==> config.mk <==
export PLATFORM = sky130hd
export DESIGN_NAME = text_console_cursor_control
export DESIGN_NICKNAME = d
export VERILOG_FILES = /design/src/hdl/tcc_pkg.sv /design/src/hdl/tcc_ctrl.sv /design/src/hdl/tcc_datapath.sv /design/src/hdl/text_console_cursor_control.sv
export SDC_FILE = /design/constraint.sdc
export NUM_CORES = 1
export LEC_CHECK = 0
export BUFFER_PORTS_ARGS = -buffer_cell sky130_fd_sc_hd__buf_2
export CAP_MARGIN = 10
export CELL_PAD_IN_SITES_DETAIL_PLACEMENT = 1
export CELL_PAD_IN_SITES_GLOBAL_PLACEMENT = 1
export CORE_MARGIN = 5
export CORE_UTILIZATION = 50
export CTS_CLUSTER_DIAMETER = 120
export CTS_CLUSTER_SIZE = 20
export DETAILED_ROUTE_END_ITERATION = 6
export GPL_TIMING_DRIVEN = 1
export HOLD_SLACK_MARGIN = 0.02
export PLACE_DENSITY_LB_ADDON = 0.3
export SLEW_MARGIN = 20
export SYNTH_ARGS = -nofsm -noshare
export SYNTH_HDL_FRONTEND = slang
export SYNTH_SLANG_ARGS = --single-unit
==> constraint.sdc <==
create_clock -name clock -period 13.57 [get_ports clock]
set_input_delay 1.357 -clock clock [delete_from_list [all_inputs] [get_ports clock]]
set_output_delay 1.357 -clock clock [all_outputs]
set_load 0.02 [all_outputs]
==> src/hdl/tcc_pkg.sv <==
package tcc_pkg;

   localparam int AREA_BITS = 12;
   localparam int PAD_BITS = 10;
   localparam int CELLW_BITS = 7;
   localparam int CELLH_BITS = 8;
   localparam int CSR_ADDR_BITS = 3;
   localparam int CSR_DATA_BITS = 12;
   localparam int CHAR_BITS = 8;
   localparam int POS_BITS = 12;
   localparam int DIV_STEPS = AREA_BITS;

   localparam logic [CSR_ADDR_BITS-1:0] REG_AREA_WIDTH = 3'd0;
   localparam logic [CSR_ADDR_BITS-1:0] REG_AREA_HEIGHT = 3'd1;
   localparam logic [CSR_ADDR_BITS-1:0] REG_PAD_LEFT = 3'd2;
   localparam logic [CSR_ADDR_BITS-1:0] REG_PAD_TOP = 3'd3;
   localparam logic [CSR_ADDR_BITS-1:0] REG_CELL_WIDTH = 3'd4;
   localparam logic [CSR_ADDR_BITS-1:0] REG_CELL_HEIGHT = 3'd5;

   localparam logic [CHAR_BITS-1:0] CHAR_BS = 8'd8;
   localparam logic [CHAR_BITS-1:0] CHAR_TAB = 8'd9;
   localparam logic [CHAR_BITS-1:0] CHAR_LF = 8'd10;
   localparam logic [CHAR_BITS-1:0] CHAR_CR = 8'd13;

   localparam logic CMD_DRAW = 1'b0;
   localparam logic CMD_SCROLL = 1'b1;

   typedef enum logic [3:0] {
      OP_NONE,
      OP_LOAD,
      OP_ACT,
      OP_DRAW,
      OP_DIV,
      OP_MUL,
      OP_BS,
      OP_POST,
      OP_DRAIN
   } dp_op_type;

   typedef struct packed {
      dp_op_type op;
   } dp_cmd_type;

   typedef struct packed {
      logic printable;
      logic bs_wrap;
      logic div_last;
      logic drain_end;
   } dp_status_type;

endpackage

==> src/hdl/tcc_ctrl.sv <==
module tcc_ctrl
   import tcc_pkg::*;
(
   input  logic          clock,
   input  logic          reset,
   input  logic          req_tvalid,
   output logic          req_tready,
   output dp_cmd_type    cmd,
   input  dp_status_type status
);

   typedef enum logic [7:0] {
      S_IDLE  = 8'b0000_0001,
      S_ACT   = 8'b0000_0010,
      S_DRAW  = 8'b0000_0100,
      S_DIV   = 8'b0000_1000,
      S_MUL   = 8'b0001_0000,
      S_BS    = 8'b0010_0000,
      S_POST  = 8'b0100_0000,
      S_DRAIN = 8'b1000_0000
   } state_type;

   state_type state_ff, state_in;

   always_ff @(posedge clock) begin
      if (reset) begin
         state_ff <= S_IDLE;
      end else begin
         state_ff <= state_in;
      end
   end

   assign req_tready = (state_ff == S_IDLE);

   always_comb begin
      state_in = state_ff;
      cmd.op = OP_NONE;
      unique case (state_ff)
         S_IDLE: begin
            if (req_tvalid) begin
               cmd.op = OP_LOAD;
               state_in = S_ACT;
            end
         end
         S_ACT: begin
            cmd.op = OP_ACT;
            if (status.printable) begin
               state_in = S_DRAW;
            end else if (status.bs_wrap) begin
               state_in = S_DIV;
            end else begin
               state_in = S_POST;
            end
         end
         S_DRAW: begin
            cmd.op = OP_DRAW;
            state_in = S_POST;
         end
         S_DIV: begin
            cmd.op = OP_DIV;
            if (status.div_last) begin
               state_in = S_MUL;
            end
         end
         S_MUL: begin
            cmd.op = OP_MUL;
            state_in = S_BS;
         end
         S_BS: begin
            cmd.op = OP_BS;
            state_in = S_POST;
         end
         S_POST: begin
            cmd.op = OP_POST;
            state_in = S_DRAIN;
         end
         S_DRAIN: begin
            cmd.op = OP_DRAIN;
            if (status.drain_end) begin
               state_in = S_IDLE;
            end
         end
         default: begin
            state_in = S_IDLE;
         end
      endcase
   end

endmodule

==> src/hdl/tcc_datapath.sv <==
module tcc_datapath
   import tcc_pkg::*;
#(
   parameter int COORD_BITS = 12,
   parameter int TAB_CELLS = 4
)
(
   input  logic                     clock,
   input  logic                     reset,
   input  logic                     csr_we,
   input  logic [CSR_ADDR_BITS-1:0] csr_addr,
   input  logic [CSR_DATA_BITS-1:0] csr_wdata,
   input  logic [CHAR_BITS-1:0]     req_tdata,
   input  dp_cmd_type               cmd,
   output dp_status_type            status,
   output logic                     rsp_tvalid,
   input  logic                     rsp_tready,
   output logic [31:0]              rsp_tdata,
   output logic                     rsp_tuser,
   output logic                     rsp_tlast
);

   localparam int CW = COORD_BITS;
   localparam int AW = COORD_BITS + 12;
   localparam logic [AW-1:0] CMAX = AW'((64'd1 << CW) - 64'd1);
   localparam int PROD_BITS = AREA_BITS + CELLW_BITS;

   typedef struct packed {
      logic                cmd;
      logic [CHAR_BITS-1:0] glyph;
      logic [POS_BITS-1:0] x;
      logic [POS_BITS-1:0] y;
   } item_type;

   function automatic logic [CW-1:0] sat(input logic [AW-1:0] v);
      logic [AW-1:0] r;
      r = (v > CMAX) ? CMAX : v;
      return r[CW-1:0];
   endfunction

   function automatic logic [POS_BITS-1:0] to_pos(input logic [CW-1:0] v);
      logic [CW+POS_BITS-1:0] e;
      e = {{POS_BITS{1'b0}}, v};
      return e[POS_BITS-1:0];
   endfunction

   // configuration
   logic [AREA_BITS-1:0]  area_w_ff, area_h_ff;
   logic [PAD_BITS-1:0]   pad_l_ff, pad_t_ff;
   logic [CELLW_BITS-1:0] cell_w_ff;
   logic [CELLH_BITS-1:0] cell_h_ff;

   always_ff @(posedge clock) begin
      if (reset) begin
         area_w_ff <= 12'd640;
         area_h_ff <= 12'd480;
         pad_l_ff <= '0;
         pad_t_ff <= '0;
         cell_w_ff <= 7'd8;
         cell_h_ff <= 8'd16;
      end else if (csr_we) begin
         unique case (csr_addr)
            REG_AREA_WIDTH:  area_w_ff <= csr_wdata[AREA_BITS-1:0];
            REG_AREA_HEIGHT: area_h_ff <= csr_wdata[AREA_BITS-1:0];
            REG_PAD_LEFT:    pad_l_ff <= csr_wdata[PAD_BITS-1:0];
            REG_PAD_TOP:     pad_t_ff <= csr_wdata[PAD_BITS-1:0];
            REG_CELL_WIDTH:  cell_w_ff <= csr_wdata[CELLW_BITS-1:0];
            REG_CELL_HEIGHT: cell_h_ff <= csr_wdata[CELLH_BITS-1:0];
            default: ;
         endcase
      end
   end

   // effective geometry
   logic [CELLW_BITS-1:0] fw7;
   logic [AW-1:0] fw, fh, px, py, aw_x, ah_x, mw, mh, span;

   always_comb begin
      fw7 = (cell_w_ff == '0) ? CELLW_BITS'(1) : cell_w_ff;
      fw = AW'(fw7);
      fh = (cell_h_ff == '0) ? AW'(1) : AW'(cell_h_ff);
      px = AW'(pad_l_ff);
      py = AW'(pad_t_ff);
      aw_x = AW'(area_w_ff);
      ah_x = AW'(area_h_ff);
      mw = (aw_x > px) ? aw_x - px : '0;
      mh = (ah_x > py) ? ah_x - py : '0;
      span = (mw > px) ? mw - px : '0;
   end

   // state
   logic [CHAR_BITS-1:0] char_ff, char_in;
   logic [CW-1:0] col_ff, col_in, row_ff, row_in;
   logic [AREA_BITS-1:0] quo_ff, quo_in;
   logic [CELLW_BITS-1:0] rem_ff, rem_in;
   logic [3:0] dcnt_ff, dcnt_in;
   logic [PROD_BITS-1:0] prod_ff, prod_in;
   item_type buf_ff [3];
   item_type push_item;
   logic push_en;
   logic [1:0] cnt_ff, cnt_in, rd_ff, rd_in;
   logic rsp_valid_ff, rsp_valid_in, rsp_last_ff, rsp_last_in;
   item_type rsp_item_ff, rsp_item_in;

   // wrap then scroll check on the current cursor
   logic [AW-1:0] colx, rowx, col_w, row_w, row_s, tab_step, tab_x;
   logic wrap_hit, scroll_hit, bs_back, bs_up, push_ok;
   logic [CELLW_BITS:0] trial;
   logic trial_ge;

   always_comb begin
      colx = AW'(col_ff);
      rowx = AW'(row_ff);
      wrap_hit = (colx + fw) > mw;
      col_w = wrap_hit ? AW'(sat(px)) : colx;
      row_w = wrap_hit ? AW'(sat(rowx + fh)) : rowx;
      scroll_hit = (row_w + fh) > mh;
      row_s = scroll_hit ? ((row_w >= fh) ? row_w - fh : '0) : row_w;
      tab_step = fw * AW'(TAB_CELLS);
      tab_x = (colx + tab_step) & ~(tab_step - AW'(1));
      if (tab_x < px) begin
         tab_x = px;
      end
      bs_back = colx >= (px + fw);
      bs_up = rowx >= (py + fh);
      trial = {rem_ff, quo_ff[AREA_BITS-1]};
      trial_ge = trial >= {1'b0, fw7};
      push_ok = !rsp_valid_ff || rsp_tready;
   end

   always_comb begin
      status.printable = 1'b1;
      unique case (char_ff) inside
         CHAR_LF, CHAR_CR, CHAR_BS, CHAR_TAB: status.printable = 1'b0;
         default: status.printable = 1'b1;
      endcase
      status.bs_wrap = (char_ff == CHAR_BS) && !bs_back && bs_up;
      status.div_last = (dcnt_ff == 4'(DIV_STEPS - 1));
      status.drain_end = (rd_ff == cnt_ff) || (push_ok && ((rd_ff + 2'd1) == cnt_ff));
   end

   always_comb begin
      char_in = char_ff;
      col_in = col_ff;
      row_in = row_ff;
      quo_in = quo_ff;
      rem_in = rem_ff;
      dcnt_in = dcnt_ff;
      prod_in = prod_ff;
      cnt_in = cnt_ff;
      rd_in = rd_ff;
      push_en = 1'b0;
      push_item = '{cmd: CMD_SCROLL, glyph: '0, x: to_pos(col_w[CW-1:0]),
                    y: to_pos(row_s[CW-1:0])};
      rsp_valid_in = rsp_valid_ff && !rsp_tready;
      rsp_last_in = rsp_last_ff;
      rsp_item_in = rsp_item_ff;

      case (cmd.op)
         OP_LOAD: begin
            char_in = req_tdata;
            cnt_in = '0;
            rd_in = '0;
         end
         OP_ACT: begin
            unique case (char_ff)
               CHAR_LF: begin
                  col_in = sat(px);
                  row_in = sat(rowx + fh);
               end
               CHAR_CR: begin
                  col_in = sat(px);
               end
               CHAR_BS: begin
                  if (bs_back) begin
                     col_in = col_ff - fw[CW-1:0];
                  end else if (bs_up) begin
                     quo_in = span[AREA_BITS-1:0];
                     rem_in = '0;
                     dcnt_in = '0;
                  end
               end
               CHAR_TAB: begin
                  col_in = sat(tab_x);
               end
               default: begin
                  // pre-draw wrap and scroll
                  col_in = col_w[CW-1:0];
                  row_in = row_s[CW-1:0];
                  push_en = scroll_hit;
               end
            endcase
         end
         OP_DRAW: begin
            push_en = 1'b1;
            push_item = '{cmd: CMD_DRAW, glyph: char_ff, x: to_pos(col_ff),
                          y: to_pos(row_ff)};
            col_in = sat(colx + fw);
         end
         OP_DIV: begin
            // restoring divide, one quotient bit per cycle
            rem_in = trial_ge ? CELLW_BITS'(trial - {1'b0, fw7}) : trial[CELLW_BITS-1:0];
            quo_in = {quo_ff[AREA_BITS-2:0], trial_ge};
            dcnt_in = dcnt_ff + 4'd1;
         end
         OP_MUL: begin
            prod_in = PROD_BITS'(quo_ff - AREA_BITS'(1)) * PROD_BITS'(fw7);
         end
         OP_BS: begin
            row_in = CW'(rowx - fh);
            col_in = (quo_ff != '0) ? sat(px + AW'(prod_ff)) : sat(px);
         end
         OP_POST: begin
            col_in = col_w[CW-1:0];
            row_in = row_s[CW-1:0];
            push_en = scroll_hit;
         end
         OP_DRAIN: begin
            if ((rd_ff != cnt_ff) && push_ok) begin
               rsp_valid_in = 1'b1;
               rsp_item_in = buf_ff[rd_ff];
               rsp_last_in = (rd_ff + 2'd1) == cnt_ff;
               rd_in = rd_ff + 2'd1;
            end
         end
         default: ;
      endcase

      if (push_en) begin
         cnt_in = cnt_ff + 2'd1;
      end
   end

   always_ff @(posedge clock) begin
      if (reset) begin
         col_ff <= '0;
         row_ff <= '0;
         cnt_ff <= '0;
         rd_ff <= '0;
         dcnt_ff <= '0;
         rsp_valid_ff <= 1'b0;
      end else begin
         col_ff <= col_in;
         row_ff <= row_in;
         cnt_ff <= cnt_in;
         rd_ff <= rd_in;
         dcnt_ff <= dcnt_in;
         rsp_valid_ff <= rsp_valid_in;
      end
   end

   always_ff @(posedge clock) begin
      char_ff <= char_in;
      quo_ff <= quo_in;
      rem_ff <= rem_in;
      prod_ff <= prod_in;
      rsp_item_ff <= rsp_item_in;
      rsp_last_ff <= rsp_last_in;
      if (push_en) begin
         buf_ff[cnt_ff] <= push_item;
      end
   end

   assign rsp_tvalid = rsp_valid_ff;
   assign rsp_tuser = rsp_item_ff.cmd;
   assign rsp_tlast = rsp_last_ff;
   assign rsp_tdata = {rsp_item_ff.y, rsp_item_ff.x, rsp_item_ff.glyph};

endmodule

==> src/hdl/text_console_cursor_control.sv <==
// Text console cursor controller. Each character transfer on req_ moves a pixel cursor inside
// the padded drawing area set by the csr_ registers and produces zero to three commands on
// rsp_ (scroll before a draw, the draw, scroll after), the final one marked by tlast.
// Newline, return, tab and plain backspace can cause one scroll. A backspace that wraps to
// the line above runs a one-bit-per-cycle divider over the usable line width. Commands are
// delivered through one output register, so a stalled sink holds the block in its delivery
// step. The cursor does not move on register writes; the user must write the registers only
// while the block is idle, which the block itself does not enforce.
module text_console_cursor_control
   import tcc_pkg::*;
#(
   parameter int COORD_BITS = 12,
   parameter int TAB_CELLS = 4
)
(
   input  logic                     clock,
   input  logic                     reset,
   input  logic                     csr_we,
   input  logic [CSR_ADDR_BITS-1:0] csr_addr,
   input  logic [CSR_DATA_BITS-1:0] csr_wdata,
   input  logic                     req_tvalid,
   output logic                     req_tready,
   input  logic [7:0]               req_tdata,   // char_code[7:0]
   output logic                     rsp_tvalid,
   input  logic                     rsp_tready,
   output logic [31:0]              rsp_tdata,   // glyph[7:0], pos_x[19:8], pos_y[31:20]
   output logic                     rsp_tuser,   // command: 0 draw, 1 scroll
   output logic                     rsp_tlast
);

   dp_cmd_type    cmd;
   dp_status_type status;

   tcc_ctrl u_ctrl (
      .clock      (clock),
      .reset      (reset),
      .req_tvalid (req_tvalid),
      .req_tready (req_tready),
      .cmd        (cmd),
      .status     (status)
   );

   tcc_datapath #(
      .COORD_BITS (COORD_BITS),
      .TAB_CELLS  (TAB_CELLS)
   ) u_datapath (
      .clock      (clock),
      .reset      (reset),
      .csr_we     (csr_we),
      .csr_addr   (csr_addr),
      .csr_wdata  (csr_wdata),
      .req_tdata  (req_tdata),
      .cmd        (cmd),
      .status     (status),
      .rsp_tvalid (rsp_tvalid),
      .rsp_tready (rsp_tready),
      .rsp_tdata  (rsp_tdata),
      .rsp_tuser  (rsp_tuser),
      .rsp_tlast  (rsp_tlast)
   );

endmodule

# Word level (Yosys, flattened, before mapping)
# Memory sizes are Yosys's and may differ from the RTL's. A register that Yosys moved wholly into a read port is not among the register bits.
# Cells that the tools add are included.
# word_totals
mem_count,1
out_inout_bits,36
elab_cells,182
ff_bits,147
input_bits,28
mem_bits_rw,99
# mem_list
name,words,word_bits,read_ports,rd_ports_with_merged_regs,wr,line_no,text
u_datapath.buf_ff,3,33,1,1,1,tcc_datapath.sv:98,item_type buf_ff [3];
# op_classes
eq_ne,38
n_addsub,19
n_reduce_logical,35
mux,53
bitwise,2
n_mul,1
magnitude_cmp,15
# ops
op,count
two-way mux 12 bit,15
two-way mux 24 bit,3
one-hot mux 12 bit (3 select lines),2
one-hot mux 8 bit (7 select lines),1
greater-or-equal comparator 12 x 24 -> 1 bit,2
"greater-than comparator 24 x 12 -> 1 bit, second input constant",2
one-hot mux 12 bit (2 select lines),2
one-hot mux 12 bit (4 select lines),1
two-way mux 7 bit,6
"equality test 8 x 4 -> 1 bit, second input constant",5
two-way mux 8 bit,5
two-way mux 33 bit,1
one-hot mux 4 bit (8 select lines),1
subtractor 12 x 10 -> 13 bit,2
adder 10 x 24 -> 24 bit,1
adder 24 bit,1
bitwise AND 24 bit,1
greater-or-equal comparator 24 bit,1
greater-than comparator 12 x 10 -> 1 bit,2
greater-than comparator 13 x 24 -> 1 bit,1
greater-than comparator 24 x 10 -> 1 bit,1
greater-than comparator 24 bit,1
< comparator 24 x 10 -> 1 bit,1
inverter 24 bit,1
60 further kinds,104

# Depth between registers and ports, before layout
# Gate-level depths: netlist of run 1.
# depth
word_depth,12
ltp_mapped,48
ltp_nobuf,44

# Modules after synthesis
# From an unflattened synthesis of run 1, not the netlist that was laid out.
# hier_totals
cells_unflattened,2579
area_unflattened_um2,22885.7
# by_module_without_submodules
module,n_inst,area_per_inst_um2,seq_area_each_um2,cells_each
tcc_datapath,1,22316.4,7216.9,2503
tcc_ctrl,1,569.3,160.2,76

# Worst setup path after synthesis of run 1
# OpenSTA, ideal clock, no wires.
# synth_timing
path_type,reg-to-reg
startpoint,register u_datapath.cell_w_ff[2]
endpoint,"memory u_datapath.buf_ff[0][0] in the netlist's numbering, enable pin"
synth_period_minus_slack_ps,9594
setup_time_ps,427
path_slack_ps,3976
arrival_time_ps,9166
required_ps,13143
stages_incl_launch_ff,44
cell_sequence,dfxtp_1 -> clkbuf_1 -> nor4_1 -> and2_1 -> or2_2 -> clkbuf_1 -> ha_1 -> fa_1 -> nor2b_1 -> or3_1 -> a221o_1 -> o21ai_0 -> xnor2_1 -> ha_1 -> nand2_1 -> o21ai_0 -> o31ai_1 -> a21o_1 -> [8 not listed] -> nor2_1 -> nor2_1 -> o21bai_1 -> a21oi_1 -> o21bai_1 -> a21oi_1 -> nor2_1 -> o21ai_0 -> xnor2_1 -> ha_1 -> a21o_1 -> a21o_1 -> a21oi_1 -> o41ai_1 -> and3_1 -> a41o_4 -> a21oi_2 -> nor2b_1
# synth_via
elab_chain_cells,11
# synth_lines
item,line_no,text
from (decl),tcc_datapath.sv:50,logic [CELLW_BITS-1:0] cell_w_ff;
from (signal assigned),tcc_datapath.sv:67,REG_CELL_WIDTH: cell_w_ff <= csr_wdata[CELLW_BITS-1:0];
logical NOT 7 bit,tcc_datapath.sv:79,fw7 = (cell_w_ff == '0) ? CELLW_BITS'(1) : cell_w_ff;
two-way mux 7 bit *,tcc_datapath.sv:79,
adder 12 x 7 -> 13 bit *,tcc_datapath.sv:114,wrap_hit = (colx + fw) > mw;
greater-than comparator 13 x 24 -> 1 bit *,tcc_datapath.sv:114,
two-way mux 12 bit *,tcc_datapath.sv:116,row_w = wrap_hit ? AW'(sat(rowx + fh)) : rowx;
adder 24 bit *,tcc_datapath.sv:117,scroll_hit = (row_w + fh) > mh;
greater-than comparator 24 bit *,tcc_datapath.sv:117,
two-way mux 1 bit,tcc_datapath.sv:166,unique case (char_ff)
one-hot mux 1 bit (3 select lines) *,tcc_datapath.sv:159,case (cmd.op)
two-way mux 1 bit *,tcc_datapath.sv:259,if (push_en) begin
two-way mux 1 bit (not written as such) *,tcc_datapath.sv:260,buf_ff[cnt_ff] <= push_item;
to (decl),tcc_datapath.sv:98,
# Every way passes the cells marked *; elsewhere a longest branch is shown, timed or not.

# Worst setup path in the final report of run 1
# layout_timing
startpoint,register u_datapath.cell_w_ff[3]
endpoint,"memory u_datapath.buf_ff[2][23] in the netlist's numbering, enable pin"
# The elaborated chain is that of the path after synthesis.

==> impl_metrics.json, run 1 <==
{
  "regToRegStartpoint": "u_datapath.cell_w_ff[3]",
  "ir_drop_mv": 0.08874,
  "synth_seq_cells": 279,
  "grt_max_degree": 82,
  "cts-root-buf": "clkbuf_16",
  "coreArea_sq_um": 44030,
  "power.density_nw_per_um2": 97.72,
  "min_period_ps": 11080,
  "detail-route-antenna-nets": 0,
  "firstDrtPassIters": 5,
  "drive_above_1_share": 0.06422,
  "cts_setup_buffers": 0,
  "vias": 18779,
  "cp-endpoint": "u_datapath.buf_ff[2][23]",
  "drc_errors": 0,
  "fin_crit_sh": 0.8169,
  "startpoint_type": "flop",
  "design_area_sq_um": 23560,
  "start_util": 0.5025,
  "slowest_stage": "dfxtp_1",
  "antenna_found_initial": 2,
  "hold-worst-slack_ps": 471.3,
  "fp.dieW_um": 220.4,
  "io_buffers": 63,
  "hp-start": "u_datapath.area_h_ff[4]",
  "clkTransAtPathRegs_ps": 90,
  "syn_area_sq_um": 22120,
  "yosysSeqAreaShare": 0.3334,
  "ios": 64,
  "routed_via_density": 6.060,
  "p_switching_uw": 828.5,
  "gp_congestion": 0.9712,
  "cpPeakStageDelay_ps": 930,
  "fmax_mhz": 90.21,
  "grt_usage": 0.2891,
  "grt_pass1_wl_mm": 109.8,
  "power.share.clock": 0.245,
  "hold_viol": 0,
  "rsz0062_at_grt": "false",
  "maxSlewViolCount": 0,
  "ctsHoldBuffers": 0,
  "critPathArrivalTime_ps": 11240,
  "rows": 77,
  "switching_share": 0.3599,
  "combPwrFrac": 0.331,
  "cts_tree": "built",
  "power.total_mw": 2.302,
  "p_int_mw": 1.474,
  "worstSetupPathType": "reg -> reg",
  "tightest_slew_ps": 1142,
  "slew_headroom": 0.2362,
  "critical_path.startpoint": "u_datapath.cell_w_ff[3]",
  "gr-total-overflow": 0,
  "dieArea_sq_um": 48560,
  "clock_path_buffers": 3,
  "clkSinkCount": 279,
  "synthDistinctLibCells": 88,
  "numCtsBuffers": 18,
  "antenna_cells": 0,
  "p_leak_nw": 9.552,
  "ys.flop_type": "edfxtp_1",
  "cap_violations": 0,
  "insertion_delay_ps": 540,
  "syn_inst": 2492,
  "fin_setup_tns_ps": 0,
  "setup_violations": 0,
  "synth-edff-count": 179,
  "end_kind": "flop",
  "nets": 2801,
  "timing.reg2reg.setup_slack_ps": 2490,
  "async_flop_share": 0,
  "place_hpwl_mm": 55.70,
  "area_growth_pct": 6.492,
  "grt_pass1_vias": 19362,
  "ys_warn_count": 0,
  "h-tree-depth": 1,
  "crit_path_frequent_cell": "ha_1",
  "die_h_um": 220.4,
  "critPathMaxFanout": 33,
  "hold_path.class": "reg -> reg",
  "cp.required_ps": 13720,
  "final_cell_mix": "nand2_1 (337), nor2_1 (212), a21oi_1 (204), ha_1 (198), inv_1 (189)",
  "p_seq_frac": 0.424,
  "synth_area_per_cell_sq_um": 8.878,
  "drt_iter0_drc": 1638,
  "status": "finished clean",
  "final_common_cell": "nand2_1",
  "skew_ps": 18.87,
  "cts.repair.resized": 0,
  "finalWirelength_mm": 71.11,
  "syn-num-nets": 2797,
  "wl_per_cell_um": 22.95,
  "placed_cell_area_sq_um": 23020,
  "reg2reg_depth": 36,
  "r2r-end": "u_datapath.buf_ff[2][23]"
}
layout make-up:
type / count / area (sq um)
clock buffers: 28 / 498.0
clock inverters: 3 / 40.04
fillers: 5142 / 20470
inverters: 193 / 724.4
multi-input cells: 1916 / 13680
flip-flops and latches: 279 / 7380
well taps: 592 / 740.7
repair buffers: 88 / 503.0
critical path, delay by kind of cell, from the launching register on:
| family | cells | cell delay, ps |
|---|---|---|
| AO/OA/AOI/OAI | 15 | 4380 |
| AND/OR/NAND/NOR | 11 | 3070 |
| adder cells (fa/ha/maj) | 6 | 1780 |
| flip-flops | 1 | 930 |
| XOR/XNOR | 2 | 320 |
| buffers and inverters | 2 | 150 |
synthesized netlist by cell type, types with 13 or more instances:
library cell,number,area share
nor4_1,18,0.0051
a21o_1,46,0.016
and2_1,37,0.010
nor2b_1,25,0.0071
nand3_1,46,0.010
dfxtp_1,100,0.090
ha_1,198,0.11
nor2_1,212,0.036
xnor2_1,107,0.042
nor3_1,35,0.0079
nand3b_1,18,0.0061
o21a_1,16,0.0054
o21ai_0,142,0.032
inv_1,189,0.032
a21oi_1,205,0.046
clkbuf_1,88,0.015
nand2_1,337,0.057
and3_1,13,0.0037
xor2_1,38,0.015
o221ai_1,14,0.0055
nand2b_1,25,0.0071
edfxtp_1,179,0.24
or3_1,13,0.0037
fa_1,79,0.071
o211ai_1,14,0.0048
o21bai_1,37,0.013
mux2i_1,57,0.026
metrics by stage:
stage	utilization	setup slack (ps)	std cells
floorplan	-	3976	2492
global placement	0.5228	3096	3068
detailed placement	0.5228	2596	3068
CTS	0.5350	2542	3099
global route	0.5351	1692	3099
finish	0.5351	2485	3099
power by group through the flow:
| stage | clock network [mW] | logic, mW | registers [mW] |
|---|---|---|---|
| after floorplan | 0 | 0.539 | 0.969 |
| after global routing | 0.602 | 0.831 | 0.978 |
| after CTS | 0.571 | 0.746 | 0.975 |
| after global placement | 0 | 0.714 | 0.993 |
| after detailed placement | 0 | 0.741 | 0.994 |
| final | 0.564 | 0.761 | 0.977 |
state kept, by name, indices dropped and copies added (netlist names):
name and count:
u_datapath.buf_ff 99, u_datapath.rsp_tdata 32, u_datapath.prod_ff 19, u_datapath.area_h_ff 12, u_datapath.area_w_ff 12, u_datapath.col_ff 12, u_datapath.quo_ff 12, u_datapath.row_ff 12
u_datapath.pad_l_ff 10, u_datapath.pad_t_ff 10, u_ctrl.state_ff 8, u_datapath.cell_h_ff 8, u_datapath.char_ff 8, u_datapath.cell_w_ff 7, u_datapath.rem_ff 7, u_datapath.dcnt_ff 4
u_datapath.cnt_ff 2, u_datapath.rd_ff 2, u_datapath.rsp_tlast 1, u_datapath.rsp_tuser 1, u_datapath.rsp_tvalid 1
logic make-up (layout without fill, tap and decap cells):
| group | Yosys count | count (layout) | share of synthesized area |
|---|---|---|---|
| and+or+nand+nor | 824 | 824 | 0.1710 |
| AOI/OAI and AO/OA | 608 | 608 | 0.1747 |
| buffers and inverters | 297 | 312 | 0.05107 |
| DFF | 279 | 279 | 0.3334 |
| adders and majority gates | 277 | 277 | 0.1835 |
| xor gates and xnor gates | 145 | 145 | 0.05740 |
| muxes | 62 | 62 | 0.02895 |
worst min-delay path by stage:
stage                              end  slack (ps)  cells after the start
3_5_place_dp   u_datapath.area_h_ff[0]         460                      2
6_report       u_datapath.area_h_ff[4]         470                      2
4_1_cts        u_datapath.area_h_ff[4]         470                      2
5_1_grt        u_datapath.area_w_ff[6]         490                      2
3_3_place_gp   u_datapath.area_h_ff[0]         450                      2
2_1_floorplan  u_datapath.area_h_ff[0]         440                      2
metal layers:
layer | up-vias | wire length, um | track usage
met2 | 601 | 32230 | 0.4674
met1 | 9336 | 31720 | 0.4009
met3 | 127 | 5012 | 0.05486
met4 | 2 | 2141 | 0.07780
met5 | - | 13 | 0
li1 | 8713 | - | -
No activity file was read; power rests on OpenSTA's default activity.
==> run 2: changes to the inputs <==
ABC_AREA = 1   (was default)
CORE_UTILIZATION = 48   (was 50)
clock period = 10.6 ns   (was 13.57 ns; I/O delays follow)
==> impl_metrics.json, run 2 <==
{
  "status": "finished clean",
  "drc_errors": 0,
  "synth_seq_cells": 279,
  "grt_usage": 0.2951,
  "ctsHoldBuffers": 0,
  "synth-edff-count": 179,
  "synth_area_per_cell_sq_um": 7.700,
  "hold_path.class": "reg -> reg",
  "rows": 80,
  "fin_setup_tns_ps": 0,
  "r2r-end": "u_datapath.buf_ff[2][31]",
  "synthDominantCellAreaShare": 0.2350,
  "place_hpwl_mm": 62.85,
  "final_core_util": 0.5127,
  "numCtsBuffers": 19,
  "detail-route-antenna-nets": 0,
  "nets": 3284,
  "regToRegStartpoint": "u_datapath.cell_w_ff[1]",
  "final_common_cell": "nand2_1",
  "gr-total-overflow": 0,
  "design_area_sq_um": 24320,
  "worstSetupPathDepth": 43,
  "cts.repair.resized": 0,
  "clkTransAtPathRegs_ps": 90,
  "ys_warn_count": 0,
  "h-tree-depth": 1,
  "grt_pass1_vias": 21774,
  "final_cell_mix": "nand2_1 (576), inv_1 (407), nor2_1 (303), a21oi_1 (282), o21ai_0 (213)",
  "fp.dieW_um": 228.3,
  "setup_violations": 0,
  "min_period_ps": 9322,
  "slew_headroom": 0.3015,
  "p_leak_nw": 11.27,
  "clock_path_buffers": 3,
  "start_util": 0.4821,
  "drt_iter0_drc": 1214,
  "fillers": 5947,
  "slowest_stage": "dfxtp_1",
  "ir_drop_mv": 0.09991,
  "cp.required_ps": 10790,
  "cts_setup_buffers": 0,
  "cpPeakStageDelay_ps": 600,
  "timing.reg2reg.setup_slack_ps": 1280,
  "vias": 20817,
  "grt_pass1_wl_mm": 123.5,
  "gp_congestion": 0.9791,
  "worst-path-buf-inv": 5,
  "largest_reg_flops": 99,
  "insertion_delay_ps": 550,
  "critical_path.startpoint": "u_datapath.cell_w_ff[1]",
  "critPathTopFamily": "compound AO/OA/AOI/OAI gates",
  "synthDistinctLibCells": 67,
  "wl_per_cell_um": 22.01,
  "async_flop_share": 0,
  "firstDrtPassIters": 5,
  "drive_above_1_share": 0.07355,
  "largest-register": "u_datapath.buf_ff",
  "synthTopCellsByArea": "edfxtp_1 (23%), ha_1 (11%), nand2_1 (9.5%)",
  "reg2reg_depth": 43,
  "yosysSeqAreaShare": 0.3225,
  "syn_area_sq_um": 22880,
  "critPathMaxFanout": 33,
  "finalWirelength_mm": 79.37,
  "fin_crit_sh": 0.8795,
  "tightest_slew_ps": 1044,
  "startpoint_type": "flop",
  "io_buffers": 63,
  "ys.flop_type": "edfxtp_1",
  "crit_path_frequent_cell": "nand2_1",
  "power.density_nw_per_um2": 127.3,
  "fin_cells": 3606,
  "antenna_found_initial": 0,
  "fmax_mhz": 107.3,
  "end_kind": "flop",
  "hold_viol": 0,
  "rsz0062_at_grt": "false",
  "synth_common_cells": "nand2_1 (576), inv_1 (408), nor2_1 (307)",
  "busiest_layer": "met2",
  "cts_tree": "built",
  "clkSinkCount": 279,
  "cap_violations": 0,
  "ios": 64,
  "power.total_mw": 3.098,
  "dieArea_sq_um": 52120,
  "maxSlewViolCount": 0,
  "coreArea_sq_um": 47450,
  "critPathArrivalTime_ps": 9510,
  "yosysTopAreaCell": "edfxtp_1",
  "grt.met1_usage": 0.4096,
  "grtUsageMet3": 0.04882,
  "skew_ps": 28.53,
  "cp-endpoint": "u_datapath.buf_ff[2][31]",
  "die_h_um": 228.3,
  "dp.cells": 3572,
  "routed_via_density": 5.773,
  "worstSetupPathType": "reg -> reg",
  "area_growth_pct": 6.328,
  "syn-num-nets": 3276,
  "grt_max_degree": 73,
  "cts-root-buf": "clkbuf_16",
  "grt_use_met2": 0.4862,
  "placed_cell_area_sq_um": 23700,
  "yosysMostFrequentCell": "nand2_1",
  "antenna_cells": 0,
  "syn_inst": 2971
}
run 2: worst min-delay path by stage:
stage | from | to | slack [ps] | cells past startpoint
floorplan | u_datapath.area_h_ff[5] | u_datapath.area_h_ff[5] | 430 | 2
global placement | u_datapath.area_w_ff[7] | u_datapath.area_w_ff[7] | 460 | 2
detailed placement | u_datapath.area_h_ff[8] | u_datapath.area_h_ff[8] | 480 | 2
CTS | u_datapath.area_h_ff[8] | u_datapath.area_h_ff[8] | 500 | 2
global route | u_datapath.dcnt_ff[1] | u_datapath.dcnt_ff[1] | 530 | 2
finish | u_datapath.area_h_ff[8] | u_datapath.area_h_ff[8] | 490 | 2
run 2: final cells by class:
cell class	instances	area, sq um	share of cell area
Inverter	436	1643	0.06754
Sequential cell	279	7377	0.3033
Clock inverter	4	47.55	0.001955
Timing Repair Buffer	78	447.9	0.01842
Tap cell	615	769.5	0.03164
Multi-Input combinational cell	2165	13500	0.5552
Clock buffer	29	534.3	0.02197
run 2: worst reg2reg max path, delay by kind of cell, from the launching register on:
kind            cells  cell delay, ps
flops               1             600
buf+inv             5            1140
fa+ha+maj           4            1130
xor+xnor            1             110
compound gates     15            3310
simple gates       18            2640
run 2: routing by layer:
layer  part of all wire  vias to the layer above  wire length [um]
met5                  0                        -                 0
met4              0.025                        0              1980
met3              0.065                      115              5169
met2               0.46                      599             36410
met1               0.45                    10272             35810
li1                   -                     9831                 -
run 2: kinds of logic (layout without fill, tap and decap cells):
| family | Yosys count | in the layout | share of synthesized area |
|---|---|---|---|
| buffers and inverters | 527 | 547 | 0.08915 |
| AND/OR/NAND/NOR | 1138 | 1138 | 0.2121 |
| AO/OA/AOI/OAI | 638 | 638 | 0.1557 |
| adder cells (fa/ha/maj) | 277 | 277 | 0.1774 |
| flip-flops | 279 | 279 | 0.3225 |
| XOR/XNOR | 112 | 112 | 0.04321 |
run 2: power by group:
part	switching (mW)	total, mW	internal [mW]
logic	0.730	1.06	0.332
clock network	0.415	0.774	0.359
registers	0.0373	1.26	1.22
total	1.18	3.10	1.91
run 2: stage by stage:
stage / hold WS [ps] / setup WS (ps)
floorplan: 432.9 / 2500
CTS: 497.5 / 1127
finish: 492.8 / 1278
detailed placement: 476.5 / 1168
global route: 525.8 / 548.0
global placement: 456.1 / 1592
==> run 3: changes to the inputs <==
BUFFER_PORTS_ARGS = -buffer_cell sky130_fd_sc_hd__buf_4   (was -buffer_cell sky130_fd_sc_hd__buf_2)
==> impl_metrics.json, run 3 (same netlist as run 2, synthesis figures left out) <==
{
  "ir_drop_mv": 0.09893,
  "ios": 64,
  "critPathArrivalTime_ps": 9660,
  "fin_cells": 3606,
  "setup_violations": 0,
  "antenna_cells": 0,
  "slew_headroom": 0.3974,
  "final_common_cell": "nand2_1",
  "slowest_stage": "dfxtp_1",
  "p_seq_frac": 0.410,
  "skew_ps": 47.54,
  "cts.repair.resized": 0,
  "hold-worst-slack_ps": 472.9,
  "clock_path_buffers": 3,
  "h-tree-depth": 1,
  "tightest_slew_ps": 900.5,
  "fin_setup_tns_ps": 0,
  "holdPathStages": 2,
  "critPathMaxFanout": 33,
  "final_cell_mix": "nand2_1 (576), inv_1 (407), nor2_1 (303), a21oi_1 (282), o21ai_0 (213)",
  "largest_reg_flops": 99,
  "insertion_delay_ps": 570,
  "p_switching_mw": 1.159,
  "dp_slack_ps": 1165,
  "power.share.clock": 0.244,
  "firstDrtPassIters": 5,
  "cts_setup_buffers": 0,
  "cts-root-buf": "clkbuf_16",
  "largest-register": "u_datapath.buf_ff",
  "io_buffers": 63,
  "worstSetupPathDepth": 41,
  "reg2reg_depth": 41,
  "numCtsBuffers": 18,
  "drc_errors": 0,
  "hold_path.class": "reg -> reg",
  "cp.required_ps": 10770,
  "place_hpwl_mm": 61.35,
  "worstSetupPathType": "reg -> reg",
  "vias": 20848,
  "die_h_um": 228.3,
  "rows": 80,
  "p_int_mw": 1.910,
  "grt_usage": 0.2868,
  "clkTransAtPathRegs_ps": 110,
  "power.total_mw": 3.069,
  "switching_share": 0.3775,
  "p_leak_nw": 11.32,
  "nets": 3285,
  "grt_pass1_wl_mm": 121.1,
  "grt_max_degree": 76,
  "worst_slack_ps": 1112,
  "area_growth_pct": 6.924,
  "min_period_ps": 9488,
  "design_area_sq_um": 24460,
  "worst-path-buf-inv": 6,
  "start_util": 0.4821,
  "final_core_util": 0.5155,
  "critPathTopFamily": "compound AO/OA/AOI/OAI gates",
  "drt_iter0_drc": 1661,
  "combPwrFrac": 0.346,
  "maxSlewViolCount": 0,
  "finalWirelength_mm": 77.48,
  "crit_path_frequent_cell": "a21oi_1",
  "detail-route-antenna-nets": 0,
  "power.density_nw_per_um2": 125.5,
  "clkSinkCount": 279,
  "coreArea_sq_um": 47450,
  "fp.dieW_um": 228.3,
  "cts_tree": "built",
  "dp.cells": 3574,
  "ctsHoldBuffers": 0,
  "routed_via_density": 5.781,
  "wl_per_cell_um": 21.49,
  "hold_viol": 0,
  "fin_crit_sh": 0.8951,
  "dieArea_sq_um": 52120,
  "gr-total-overflow": 0,
  "drive_above_1_share": 0.07289,
  "startpoint_type": "flop",
  "cap_violations": 0,
  "end_kind": "flop",
  "antenna_found_initial": 2,
  "placed_cell_area_sq_um": 23870,
  "gp_congestion": 0.9785,
  "cpPeakStageDelay_ps": 780,
  "status": "finished clean",
  "rsz0062_at_grt": "false",
  "grt_pass1_vias": 21740,
  "fmax_mhz": 105.4
}
run 3: changes by cell type in the layout (fill, tap and decap cells not counted), sizes merged:
| cell | previous run | this run |
|---|---|---|
| inv | 434 | 433 |
| clkinvlp | 0 | 1 |
| bufinv | 0 | 1 |
| clkbuf | 29 | 28 |
| buf | 78 | 80 |
| clkinv | 6 | 4 |
run 3: worst paths after layout:
path / start / to / slack, ps
max: u_datapath.cell_w_ff[4] / u_datapath.buf_ff[2][28] / 1110
min: u_datapath.area_h_ff[7] / u_datapath.area_h_ff[7] / 470
max reg2reg: u_datapath.cell_w_ff[4] / u_datapath.buf_ff[2][28] / 1110
min reg2reg: u_datapath.area_h_ff[7] / u_datapath.area_h_ff[7] / 470
run 3: worst reg2reg max path, delay by kind of cell (launching register included):
family	cells	cell delay, ps
compound gates	15	3180
simple gates	15	2160
buf+inv	6	1420
fa+ha+maj	4	1380
flops	1	780
xor+xnor	1	170
run 3: metal layers:
layer,vias to the layer above,part of all wire,track usage
li1,9823,-,-
met1,10312,0.45,0.3943
met2,586,0.47,0.4827
met3,125,0.061,0.04435
met4,2,0.023,0.06239
met5,-,0.00025,0
run 3: final cells by class:
class                           instances  area (sq um)
Tap cell                              615         769.5
Inverter                              436          1642
Sequential cell                       279          7377
Multi-Input combinational cell       2165         13500
Clock buffer                           28         509.2
Clock inverter                          3         41.29
Fill cell                            5974         22990
Timing Repair Buffer                   80         620.6
run 3: power by group through the flow:
stage / Sequential, mW / Clock [mW] / Combinational (mW)
2_1_floorplan: 1.26 / 0 / 0.746
3_3_place_gp: 1.28 / 0 / 0.986
3_5_place_dp: 1.28 / 0 / 1.04
4_1_cts: 1.26 / 0.753 / 1.04
5_1_grt: 1.26 / 0.800 / 1.17
6_report: 1.26 / 0.748 / 1.06
